--- src/hw/rtl/qpr_pkg.sv ---
// ============================================================================
// qpr_pkg: shared types and constants of the quadrature position and rate block
// Holds the queue item layout, queue status, operation codes and reset values.
// ============================================================================
package qpr_pkg;

	localparam int HISTORY_DEPTH_DEF = 8;
	localparam logic [15:0] RATE_RESET = 16'd1000;

	localparam logic OP_TICK = 1'b1;
	localparam logic CH_A    = 1'b0;

	localparam logic signed [15:0] DELTA_MAX = 16'sh7fff;
	localparam logic signed [15:0] DELTA_MIN = 16'sh8000;

	localparam int QUEUE_DEPTH = 4;
	localparam int QPTR_W      = $clog2(QUEUE_DEPTH);

	localparam int SPLIT_W = 20;

	typedef struct packed {
		logic               tick;
		logic [31:0]        position;
		logic signed [15:0] delta;
	} item_t;

	typedef struct packed {
		logic full;
		logic empty;
	} q_stat_t;

endpackage

--- src/hw/rtl/qpr_front.sv ---
// ============================================================================
// qpr_front: input classification and position counter
// Accepts beats, updates the position on edges and forms the saturated
// position change on ticks, then pushes one item into the queue.
// ============================================================================
module qpr_front (
	input  logic             clk,
	input  logic             arst_n,
	input  logic             in_valid,
	input  logic             operation,
	input  logic             edge_channel,
	input  logic             level_a,
	input  logic             level_b,
	input  qpr_pkg::q_stat_t stat,
	output logic             push,
	output qpr_pkg::item_t   push_item
);

	logic [31:0]        count_q;
	logic [31:0]        last_q;
	logic [31:0]        cnt_nxt;
	logic [31:0]        diff;
	logic               tick;
	logic               same;
	logic               up;
	logic signed [15:0] delta;

	assign push = in_valid && !stat.full;
	assign tick = (operation == qpr_pkg::OP_TICK);
	assign same = (level_a == level_b);
	assign up   = (edge_channel == qpr_pkg::CH_A) ? !same : same;

	always_comb begin
		cnt_nxt = up ? (count_q + 32'd1) : (count_q - 32'd1);
		diff    = count_q - last_q;
		if ((&diff[31:15]) || !(|diff[31:15])) begin
			delta = signed'(diff[15:0]);
		end else if (diff[31]) begin
			delta = qpr_pkg::DELTA_MIN;
		end else begin
			delta = qpr_pkg::DELTA_MAX;
		end
	end

	always_comb begin
		push_item.tick     = tick;
		push_item.position = tick ? count_q : cnt_nxt;
		push_item.delta    = delta;
	end

	always_ff @(posedge clk or negedge arst_n) begin
		if (!arst_n) begin
			count_q <= '0;
			last_q  <= '0;
		end else if (push) begin
			if (tick) begin
				last_q <= count_q;
			end else begin
				count_q <= cnt_nxt;
			end
		end
	end

endmodule

--- src/hw/rtl/qpr_queue.sv ---
// ============================================================================
// qpr_queue: item queue between front and back
// A small FIFO that lets the front keep taking beats while the back stalls.
// ============================================================================
module qpr_queue (
	input  logic             clk,
	input  logic             arst_n,
	input  logic             push,
	input  qpr_pkg::item_t   push_item,
	input  logic             pop,
	output qpr_pkg::item_t   head_item,
	output qpr_pkg::q_stat_t stat
);

	qpr_pkg::item_t              entry_q [qpr_pkg::QUEUE_DEPTH];
	logic [qpr_pkg::QPTR_W-1:0]  wr_ptr_q;
	logic [qpr_pkg::QPTR_W-1:0]  rd_ptr_q;
	logic [qpr_pkg::QPTR_W:0]    cnt_q;

	assign head_item  = entry_q[rd_ptr_q];
	assign stat.full  = (cnt_q == (qpr_pkg::QPTR_W + 1)'(qpr_pkg::QUEUE_DEPTH));
	assign stat.empty = (cnt_q == '0);

	always_ff @(posedge clk) begin
		if (push) begin
			entry_q[wr_ptr_q] <= push_item;
		end
	end

	always_ff @(posedge clk or negedge arst_n) begin
		if (!arst_n) begin
			wr_ptr_q <= '0;
			rd_ptr_q <= '0;
			cnt_q    <= '0;
		end else begin
			if (push) begin
				wr_ptr_q <= wr_ptr_q + 1'b1;
			end
			if (pop) begin
				rd_ptr_q <= rd_ptr_q + 1'b1;
			end
			if (push && !pop) begin
				cnt_q <= cnt_q + 1'b1;
			end else if (pop && !push) begin
				cnt_q <= cnt_q - 1'b1;
			end
		end
	end

endmodule

--- src/hw/rtl/qpr_avg_div.sv ---
// ============================================================================
// qpr_avg_div: floor division of the rate sum by the history depth
// Four-stage pipeline: magnitude, reciprocal partial products, quotient
// estimate, and a back-multiply whose remainder corrects the estimate.
// ============================================================================
module qpr_avg_div #(
	parameter int HISTORY_DEPTH = qpr_pkg::HISTORY_DEPTH_DEF
) (
	input  logic                                      clk,
	input  logic                                      en,
	input  logic signed [32+$clog2(HISTORY_DEPTH)-1:0] sum_in,
	output logic signed [31:0]                        quo
);

	localparam int LOG2 = $clog2(HISTORY_DEPTH);
	localparam int NW   = 32 + LOG2;
	localparam int LO_W = qpr_pkg::SPLIT_W;
	localparam int HI_W = NW - LO_W;
	localparam logic [NW-1:0] RECIP   = NW'((65'd1 << NW) / HISTORY_DEPTH);
	localparam logic [NW-1:0] DEPTH_N = NW'(HISTORY_DEPTH);

	logic [NW-1:0]        sum_u;
	logic [NW-1:0]        n_in;
	logic [NW-1:0]        n_s4, n_s5, n_s6, n_s7;
	logic                 neg_s4, neg_s5, neg_s6, neg_s7;
	logic [2*LO_W-1:0]    pp_ll_s5;
	logic [LO_W+HI_W-1:0] pp_lh_s5;
	logic [LO_W+HI_W-1:0] pp_hl_s5;
	logic [2*HI_W-1:0]    pp_hh_s5;
	logic [2*NW-1:0]      prod_full;
	logic [32:0]          q0_s6, q0_s7;
	logic [NW-1:0]        qd_s7;
	logic [NW-1:0]        rem;
	logic [32:0]          q_fix;
	logic [32:0]          q_sgn;

	assign sum_u = sum_in;
	assign n_in  = sum_in[NW-1] ? (~sum_u + DEPTH_N) : sum_u;

	assign prod_full = ((2*NW)'(pp_hh_s5) << (2*LO_W))
		+ (((2*NW)'(pp_lh_s5) + (2*NW)'(pp_hl_s5)) << LO_W)
		+ (2*NW)'(pp_ll_s5);

	always_comb begin
		rem   = n_s7 - qd_s7;
		q_fix = q0_s7 + 33'(rem >= DEPTH_N);
		q_sgn = neg_s7 ? (33'd0 - q_fix) : q_fix;
		quo   = signed'(q_sgn[31:0]);
	end

	always_ff @(posedge clk) begin
		if (en) begin
			n_s4     <= n_in;
			neg_s4   <= sum_in[NW-1];
			pp_ll_s5 <= (2*LO_W)'(n_s4[LO_W-1:0]) * (2*LO_W)'(RECIP[LO_W-1:0]);
			pp_lh_s5 <= (LO_W+HI_W)'(n_s4[LO_W-1:0]) * (LO_W+HI_W)'(RECIP[NW-1:LO_W]);
			pp_hl_s5 <= (LO_W+HI_W)'(n_s4[NW-1:LO_W]) * (LO_W+HI_W)'(RECIP[LO_W-1:0]);
			pp_hh_s5 <= (2*HI_W)'(n_s4[NW-1:LO_W]) * (2*HI_W)'(RECIP[NW-1:LO_W]);
			n_s5     <= n_s4;
			neg_s5   <= neg_s4;
			q0_s6    <= prod_full[NW+32:NW];
			n_s6     <= n_s5;
			neg_s6   <= neg_s5;
			qd_s7    <= NW'(q0_s6) * DEPTH_N;
			q0_s7    <= q0_s6;
			n_s7     <= n_s6;
			neg_s7   <= neg_s6;
		end
	end

endmodule

--- src/hw/rtl/qpr_back.sv ---
// ============================================================================
// qpr_back: rate history, running sum and result stage
// Pops items in order, scales ticks to a rate, replaces the oldest history
// entry, keeps the running sum and delivers one result beat per item.
// ============================================================================
module qpr_back #(
	parameter int HISTORY_DEPTH = qpr_pkg::HISTORY_DEPTH_DEF
) (
	input  logic               clk,
	input  logic               arst_n,
	input  qpr_pkg::q_stat_t   stat,
	input  qpr_pkg::item_t     head_item,
	output logic               pop,
	input  logic [15:0]        sample_rate_hz,
	input  logic               out_stall,
	output logic               out_valid,
	output logic signed [31:0] position,
	output logic signed [31:0] filtered_rate
);

	localparam int SLOT_W = $clog2(HISTORY_DEPTH);
	localparam int SW     = 32 + SLOT_W;

	logic signed [31:0]     hist_mem [HISTORY_DEPTH];
	logic [HISTORY_DEPTH-1:0] hist_vld_q;
	logic [SLOT_W-1:0]      slot_q;
	logic [SLOT_W-1:0]      slot_nxt;
	logic signed [SW-1:0]   sum_q;
	logic signed [SW-1:0]   sum_nxt;
	logic signed [31:0]     avg_q;

	logic                   en;
	logic                   we;
	logic                   hit;
	logic signed [32:0]     rate_c;
	logic signed [31:0]     quo;

	logic                   vld_s1, vld_s2, vld_s3, vld_s4, vld_s5, vld_s6, vld_s7, vld_s8;
	logic                   tick_s1, tick_s2, tick_s3, tick_s4, tick_s5, tick_s6, tick_s7;
	logic [31:0]            pos_s1, pos_s2, pos_s3, pos_s4, pos_s5, pos_s6, pos_s7, pos_s8;
	logic signed [15:0]     delta_s1;
	logic [SLOT_W-1:0]      slot_s1, slot_s2;
	logic signed [31:0]     rd_s1;
	logic                   rdv_s1;
	logic signed [31:0]     rate_s2;
	logic signed [31:0]     old_s2;
	logic signed [SW-1:0]   sum_s3;
	logic signed [31:0]     rate_s8;

	assign en  = !(vld_s8 && out_stall);
	assign pop = en && !stat.empty;
	assign we  = en && vld_s2 && tick_s2;
	assign hit = we && (slot_s2 == slot_q);

	assign slot_nxt = (slot_q == SLOT_W'(HISTORY_DEPTH - 1)) ? '0 : (slot_q + 1'b1);
	assign rate_c   = 33'(delta_s1) * signed'({17'd0, sample_rate_hz});
	assign sum_nxt  = sum_q - SW'(old_s2) + SW'(rate_s2);

	assign out_valid     = vld_s8;
	assign position      = signed'(pos_s8);
	assign filtered_rate = rate_s8;

	qpr_avg_div #(
		.HISTORY_DEPTH(HISTORY_DEPTH)
	) u_div (
		.clk   (clk),
		.en    (en),
		.sum_in(sum_s3),
		.quo   (quo)
	);

	always_ff @(posedge clk) begin
		if (we) begin
			hist_mem[slot_s2] <= rate_s2;
		end
		if (pop) begin
			rd_s1 <= hit ? rate_s2 : hist_mem[slot_q];
		end
	end

	always_ff @(posedge clk or negedge arst_n) begin
		if (!arst_n) begin
			hist_vld_q <= '0;
			slot_q     <= '0;
			sum_q      <= '0;
			avg_q      <= '0;
		end else begin
			if (we) begin
				hist_vld_q[slot_s2] <= 1'b1;
				sum_q               <= sum_nxt;
			end
			if (pop && head_item.tick) begin
				slot_q <= slot_nxt;
			end
			if (en && vld_s7 && tick_s7) begin
				avg_q <= quo;
			end
		end
	end

	always_ff @(posedge clk or negedge arst_n) begin
		if (!arst_n) begin
			vld_s1 <= 1'b0;
			vld_s2 <= 1'b0;
			vld_s3 <= 1'b0;
			vld_s4 <= 1'b0;
			vld_s5 <= 1'b0;
			vld_s6 <= 1'b0;
			vld_s7 <= 1'b0;
			vld_s8 <= 1'b0;
		end else if (en) begin
			vld_s1 <= pop;
			vld_s2 <= vld_s1;
			vld_s3 <= vld_s2;
			vld_s4 <= vld_s3;
			vld_s5 <= vld_s4;
			vld_s6 <= vld_s5;
			vld_s7 <= vld_s6;
			vld_s8 <= vld_s7;
		end
	end

	always_ff @(posedge clk) begin
		if (en) begin
			tick_s1  <= head_item.tick;
			pos_s1   <= head_item.position;
			delta_s1 <= head_item.delta;
			slot_s1  <= slot_q;
			rdv_s1   <= hit || hist_vld_q[slot_q];
			tick_s2  <= tick_s1;
			pos_s2   <= pos_s1;
			slot_s2  <= slot_s1;
			rate_s2  <= rate_c[31:0];
			old_s2   <= rdv_s1 ? rd_s1 : 32'sd0;
			tick_s3  <= tick_s2;
			pos_s3   <= pos_s2;
			sum_s3   <= sum_nxt;
			tick_s4  <= tick_s3;
			pos_s4   <= pos_s3;
			tick_s5  <= tick_s4;
			pos_s5   <= pos_s4;
			tick_s6  <= tick_s5;
			pos_s6   <= pos_s5;
			tick_s7  <= tick_s6;
			pos_s7   <= pos_s6;
			pos_s8   <= pos_s7;
			rate_s8  <= tick_s7 ? quo : avg_q;
		end
	end

endmodule

--- src/hw/rtl/quadrature_position_and_rate.sv ---
// ============================================================================
// quadrature_position_and_rate: encoder position counter with averaged rate
// Counts quadrature edges and, on sample ticks, averages the scaled position
// change over the last HISTORY_DEPTH ticks.
//
//   channel   direction   signals
//   config    in          wr_en, wr_data
//   input     in          in_valid, in_stall, operation, edge_channel,
//                         level_a, level_b
//   result    out         out_valid, out_stall, position, filtered_rate
//
// One input beat is taken every cycle while in_stall is low, and each yields one result beat.
// A result passes through the queue and then the eight-stage back pipeline,
// which holds the divider in its middle stages.
// Reset clears the position, rate history valid bits, running sum and queue.
// A stalled result holds the back pipeline; the four-entry queue absorbs
// input beats until it fills, then in_stall rises.
// ============================================================================
module quadrature_position_and_rate #(
	parameter int HISTORY_DEPTH = qpr_pkg::HISTORY_DEPTH_DEF
) (
	input  logic               clk,
	input  logic               arst_n,
	input  logic               wr_en,
	input  logic [15:0]        wr_data,
	input  logic               in_valid,
	output logic               in_stall,
	input  logic               operation,
	input  logic               edge_channel,
	input  logic               level_a,
	input  logic               level_b,
	output logic               out_valid,
	input  logic               out_stall,
	output logic signed [31:0] position,
	output logic signed [31:0] filtered_rate
);

	logic [15:0]      rate_hz_q;
	qpr_pkg::q_stat_t q_stat;
	qpr_pkg::item_t   push_item;
	qpr_pkg::item_t   head_item;
	logic             q_push;
	logic             q_pop;

	assign in_stall = q_stat.full;

	always_ff @(posedge clk or negedge arst_n) begin
		if (!arst_n) begin
			rate_hz_q <= qpr_pkg::RATE_RESET;
		end else if (wr_en) begin
			rate_hz_q <= wr_data;
		end
	end

	qpr_front u_front (
		.clk         (clk),
		.arst_n      (arst_n),
		.in_valid    (in_valid),
		.operation   (operation),
		.edge_channel(edge_channel),
		.level_a     (level_a),
		.level_b     (level_b),
		.stat        (q_stat),
		.push        (q_push),
		.push_item   (push_item)
	);

	qpr_queue u_queue (
		.clk      (clk),
		.arst_n   (arst_n),
		.push     (q_push),
		.push_item(push_item),
		.pop      (q_pop),
		.head_item(head_item),
		.stat     (q_stat)
	);

	qpr_back #(
		.HISTORY_DEPTH(HISTORY_DEPTH)
	) u_back (
		.clk           (clk),
		.arst_n        (arst_n),
		.stat          (q_stat),
		.head_item     (head_item),
		.pop           (q_pop),
		.sample_rate_hz(rate_hz_q),
		.out_stall     (out_stall),
		.out_valid     (out_valid),
		.position      (position),
		.filtered_rate (filtered_rate)
	);

`ifndef SYNTHESIS
	a_no_push_when_full: assert property (@(posedge clk) disable iff (!arst_n)
		q_push |-> !q_stat.full)
		else $error("queue written while full");

	a_no_pop_when_empty: assert property (@(posedge clk) disable iff (!arst_n)
		q_pop |-> !q_stat.empty)
		else $error("queue read while empty");

	a_stall_holds_result: assert property (@(posedge clk) disable iff (!arst_n)
		(out_valid && out_stall) |=>
		(out_valid && $stable(position) && $stable(filtered_rate)))
		else $error("result beat changed while stalled");
`endif

endmodule
--- config.mk ---
export PLATFORM = sky130hd
export DESIGN_NAME = quadrature_position_and_rate
export DESIGN_NICKNAME = d
export VERILOG_FILES = /design/src/hw/rtl/qpr_pkg.sv /design/src/hw/rtl/qpr_front.sv /design/src/hw/rtl/qpr_queue.sv /design/src/hw/rtl/qpr_avg_div.sv /design/src/hw/rtl/qpr_back.sv /design/src/hw/rtl/quadrature_position_and_rate.sv
export SDC_FILE = /design/constraint.sdc
export NUM_CORES = 2
export LEC_CHECK = 0
export ABC_AREA = 1
export BUFFER_PORTS_ARGS = -buffer_cell sky130_fd_sc_hd__buf_2
export CORE_MARGIN = 1.5
export CORE_UTILIZATION = 45
export DETAILED_ROUTE_END_ITERATION = 8
export SYNTH_ARGS = -nofsm -noshare
export SYNTH_HDL_FRONTEND = slang
export SYNTH_SLANG_ARGS = --single-unit
--- constraint.sdc ---
create_clock -name clk -period 58.6 [get_ports clk]
set_clock_uncertainty 0.1 [all_clocks]
set_input_delay 5.86 -clock clk [delete_from_list [all_inputs] [get_ports clk]]
set_output_delay 5.86 -clock clk [all_outputs]
set_load 0.1 [all_outputs]
Word level (Yosys, flattened, before mapping)
Memory sizes are Yosys's and may differ from the RTL's. A register that Yosys moved wholly into a read port is not among the register bits.
Index checks and enable logic that the tools add are counted.
{ "totals": {"ff_bits": 865, "ram_bits": 452, "in_bits": 25, "out_inout_bits": 66, "word_cells": 128, "mem_count": 2} }
{ "op_classes": {"n_addsub": 15, "n_mul": 1, "magnitude_cmp": 4, "eq_ne": 4, "muxes": 19, "n_bitwise": 2, "reduce_logical": 26} }
{ "memory_table": {"columns": ["name", "words", "word_bits", "rd", "rd_clocked_by_memory_dff", "wr", "line_no", "rtl"], "rows": [
  ["u_back.hist_mem", 8, 32, 1, 1, 1, "qpr_back.sv:24", "logic signed [31:0] hist_mem [HISTORY_DEPTH];"],
  ["u_queue.entry_q", 4, 49, 1, 0, 1, "qpr_queue.sv:15", "qpr_pkg::item_t entry_q [qpr_pkg::QUEUE_DEPTH];"]
]} }
{ "ops": {"columns": ["cell", "n"], "rows": [
  ["$mux W32", 4],
  ["$add A67 B52 Y67", 1],
  ["$add A35 B32 Y35", 1],
  ["$add A35 B4 Y35 const B", 1],
  ["$ge A35 B4 Y1 const B", 1],
  ["$not A35 Y35", 1],
  ["$sub A35 B32 Y35", 1],
  ["$sub A35 B35 Y35", 1],
  ["$mux W34", 1],
  ["$add A32 B1 Y32", 1],
  ["$add A32 B1 Y32 const B", 1],
  ["$mul A16 B17 Y32", 1],
  ["$mux W16", 2],
  ["$sub A1 B32 Y32 const A", 1],
  ["$sub A32 B1 Y32 const B", 1],
  ["$sub A32 B32 Y32", 1],
  ["$reduce_and A17 Y1", 1],
  ["$reduce_or A17 Y1", 1],
  ["$logic_and A1 B1 Y1", 12],
  ["$mux W3", 3],
  ["$lt A3 B4 Y1 const B", 2],
  ["$or A8 B8 Y8", 1],
  ["$logic_not A1 Y1", 7],
  ["$mux W1", 7],
  ["other kinds (13)", 17]
]} }

Depth between registers and ports, before layout
{ "depth": {"depth_word": 7, "depth_mapped": 27} }

Cells and area by module
Synthesis repeated with hierarchy kept, for this count alone.
{ "unflattened": {"cells_unflattened": 6133, "area_unflattened_um2": 63030.5} }
{ "by_module_without_submodules": {"columns": ["mod", "n_inst", "cells_per_inst", "area_per_inst_um2"], "rows": [
  ["qpr_back", 1, 3550, 40288.6],
  ["qpr_queue", 1, 620, 8549.4],
  ["qpr_front", 1, 1321, 7558.5],
  ["qpr_avg_div", 1, 574, 5982.0],
  ["quadrature_position_and_rate", 1, 68, 651.9]
]} }

Worst setup path before layout
Ideal clock, no wire load.
{ "synth_timing": {"path_type": "input to register", "start": "input out_stall", "end": "memory u_back.hist_mem[1][0] (enable)", "arrival_ns": 24.751, "t_required_ns": 58.038, "path_slack_ns": 33.287, "stages": 7, "n_path_buf": 2, "path_cell_list": "nand2_1 -> clkbuf_1 -> nand3_1 -> inv_1 -> clkbuf_1 -> nand2_1 -> nor3_1"} }
{ "synth_via": {"elab_chain_cells": 6} }
{ "synth_rtl": {"columns": ["element", "line_no", "rtl"], "rows": [
  ["start: declaration", "quadrature_position_and_rate.sv:33", "input logic out_stall,"],
  ["$logic_and A1 B1 Y1", "qpr_back.sv:50", "assign en = !(vld_s8 && out_stall);"],
  ["$logic_not A1 Y1", "qpr_back.sv:50", null],
  ["$logic_and A1 B1 Y1 (2 in series)", "qpr_back.sv:52", "assign we = en && vld_s2 && tick_s2;"],
  ["$mux W1", "qpr_back.sv:73", "if (we) begin"],
  ["$mux W1 (implied by the code)", "qpr_back.sv:74", "hist_mem[slot_s2] <= rate_s2;"],
  ["end: declaration", "qpr_back.sv:24", null]
]} }
No other way between the ends.

==> key figures <==
Outcome
  – Run status: finished, final reports clean

Global routing
  – Total track usage: 0.203
  – Grt ovf: 0
  – First-pass GRT wire length: 215000 um
  – Vias in the first global route: 38000
  – Largest net degree at the start of global routing: 173
  – Antenna violations before repair: 1

Synthesis
  – Main synth FF type: edfxtp_1
  – Distinct cell type count after synthesis: 49
  – Number of enable flip-flop cells after synthesis: 1030
  – Synthesized Nets: 6131
  – Post-Syn Instances: 5652
  – Synthesized flop and latch total: 1203
  – Top-area cell type share of the netlist area: 0.511
  – Synth Warn #: 0
  – Async SR Flop Fraction: 0.144
  – Register area share after synthesis: 0.582
  – Mean Syn Cell Area: 10.7 sq um
  – Netlist Area Pre-Place: 60600 sq um
  – Dominant cells by area after synthesis: edfxtp_1, fa_1, dfrtp_1
  – Leading area contributor after synthesis: edfxtp_1

Drt
  – Drt first pass iters: 5
  – Top sig layer: met4
  – Vias per cell: 5.09
  – Met1 wire length: 64000 um
  – DR iter-0 viols: 2990
  – Antenna Nets Post-Route: 0
  – Average wire per standard cell: 18.2 um
  – Metal2 WL: 63600 um
  – Residual DRC count: 0
  – DR vias: 38613
  – Routed Wire Length: 138000 um
  – WL met3: 7460 um

Placement
  – Placed cell area: 62900 sq um
  – HPWL after detailed placement: 95100 um
  – Setup WS pre-CTS: 49.04 ns
  – Number of port buffers: 90
  – Placer congestion estimate: 0.905

Setup path
  – Most used cell along the critical path: nand2_1
  – CP Launch Type: input pin
  – Crit-path max cell delay: 0.57 ns
  – R2R depth: 22
  – Worst EP arrival: 9.14 ns
  – CP Class: input pin to flip-flop
  – Worst Path Max Fanout: 34
  – Worst path slowest cell: o21ai_0
  – Req. time, crit path: 58.94 ns
  – Critical path, cell by cell: buf_2 -> xnor2_1 -> xor2_2 -> buf_4 -> inv_1 -> fa_1 -> inv_1 -> nand3_1 -> nand2_1 -> a21oi_1 -> o21ai_0 -> nand2_1 -> nand2_1 -> nand2_1 -> nand2_1 -> nand2_1 -> nand3_1 -> o21ai_0
  – Crit path capture type: flip-flop

STA
  – Max-slew headroom: 0.228
  – Final period utilization: 0.150
  – Hold WS: 0.291 ns
  – Worst-margin pin slew: 1.16 ns
  – Final WS setup: 49.79 ns
  – Peak Freq: 114 MHz
  – Crit path time final: 8.81 ns
  – Final hold violation count: 0
  – Max-slew violation count: 0
  – Setup TNS: 0 ns
  – RSZ-0062 raised after global routing: no
  – # setup viols final: 0

Final layout
  – Largest register FFs: 256
  – Nets: 6184
  – Regs by FF count: u_back.hist_mem (256), u_queue.entry_q (196), u_back.sum_q (35)
  – Area Overhead vs Synth: 10.9%
  – Layout cell share with drive strength beyond 1: 0.0666
  – Top reg by flops: u_back.hist_mem
  – Commonest non-fill, non-tap cell in the layout: nand2_1
  – Commonest non-fill, non-tap cells in the layout: nand2_1, edfxtp_1, inv_1
  – Fin area: 67200 sq um

Clock network
  – Clk root buf: clkbuf_16
  – Maximum clock insertion buffer count: 3
  – Later-pin clock latency in the skew report: 0.78 ns
  – Total CTS buffers: 130
  – CTS tree: built
  – Clk sinks: 1203
  – Worst-path clk slew: 0.06 ns
  – Post-CTS setup buffers: 0
  – Hold_buf cts: 0
  – H-tree levels: 4
  – Post-CTS Resized: 0

Floorplanning
  – Initial cell density of the core: 0.454
  – Row count: 134
  – # IOs: 91
  – Die ar.: 137000 sq um
  – Die width: 370 um
  – Die Y: 370 um
  – Core area: 133000 sq um

Run
  – MaxCap Viol Count: 0

Hold path
  – WHS Path Cells: 0
  – Hold Path Class: flip-flop to flip-flop
-- cells by family after synthesis --
kind of cell,Yosys count,synth area share
buffers and inverters,1138,0.0708
DFF,1203,0.582
xor gates and xnor gates,141,0.0204
muxes,11,0.00205
adders and majority gates,454,0.122
AOI/OAI and AO/OA,866,0.0798
and+or+nand+nor,1839,0.122
-- stage by stage --
stage,utilization,cells
after detailed placement,0.471,7341
after global routing,0.503,7578
after CTS,0.503,7578
after floorplan,-,5652
final,0.504,7579
after global placement,0.471,7341
-- per-layer routing --
metal | vias to the layer above | global-route usage
li1 | 18794 | -
met1 | 18744 | 0.289
met2 | 875 | 0.323
met3 | 200 | 0.0344
met4 | 0 | 0.0575
met5 | - | 0
-- path summary, 6_finish.rpt --
kind	startpoint	endpoint	slack (ns)
min in group asynchronous	arst_n	u_back.avg_q[8]	4.99
worst min register to register	u_back.pos_s2[15]	u_back.pos_s3[15]	0.29
worst max-delay path	level_b	u_queue.entry_q[3][32]	49.79
worst max register to register	u_back.delta_s1[7]	u_back.rate_s2[29]	51.87
worst min-delay path	u_back.pos_s2[15]	u_back.pos_s3[15]	0.29
max in group asynchronous	arst_n	u_front.last_q[21]	51.90
-- cells in the mapped netlist (2+ instances only) --
cell type / instances
xnor2_1: 53
nand2_1: 1079
a31oi_1: 22
nor4_1: 9
a221oi_1: 2
o21bai_1: 17
nor2_2: 5
o22ai_1: 62
nand3_2: 2
edfxtp_1: 1030
clkbuf_1: 197
nand4_1: 33
nand2_2: 9
o21a_1: 8
mux2_2: 11
clkinv_1: 5
buf_1: 8
a21oi_1: 142
nor3_1: 26
o21ai_0: 512
a21boi_0: 7
xor2_1: 88
dfstp_2: 6
nand3b_1: 5
nor2_1: 475
o31ai_1: 5
o211ai_1: 13
o221ai_1: 54
o2111ai_1: 2
ha_1: 223
a21o_1: 12
fa_1: 231
or2_2: 14
nand3_1: 161
dfrtp_1: 167
inv_1: 925
and2_1: 16
a211oi_1: 3
o21ai_1: 3
-- critical path, delay by kind of cell --
kind / cells / cell delay (ns)
adder cells (fa/ha/maj): 1 / 0.37
AO/OA/AOI/OAI: 3 / 0.91
XOR/XNOR: 2 / 0.38
buffers and inverters: 4 / 0.70
AND/OR/NAND/NOR: 8 / 0.89
-- layout make-up --
type / count / area (sq um)
clock inverters: 82 / 961
inverters: 931 / 3500
repair buffers: 128 / 757
diodes: 1 / 2.50
flip-flops and latches: 1203 / 35300
well taps: 1768 / 2210
multi-input cells: 3311 / 21100
fillers: 12034 / 66300
clock buffers: 155 / 3360
Power is not shown: default switching activity piles up to over one toggle a cycle in this logic, so the estimate is an artifact.
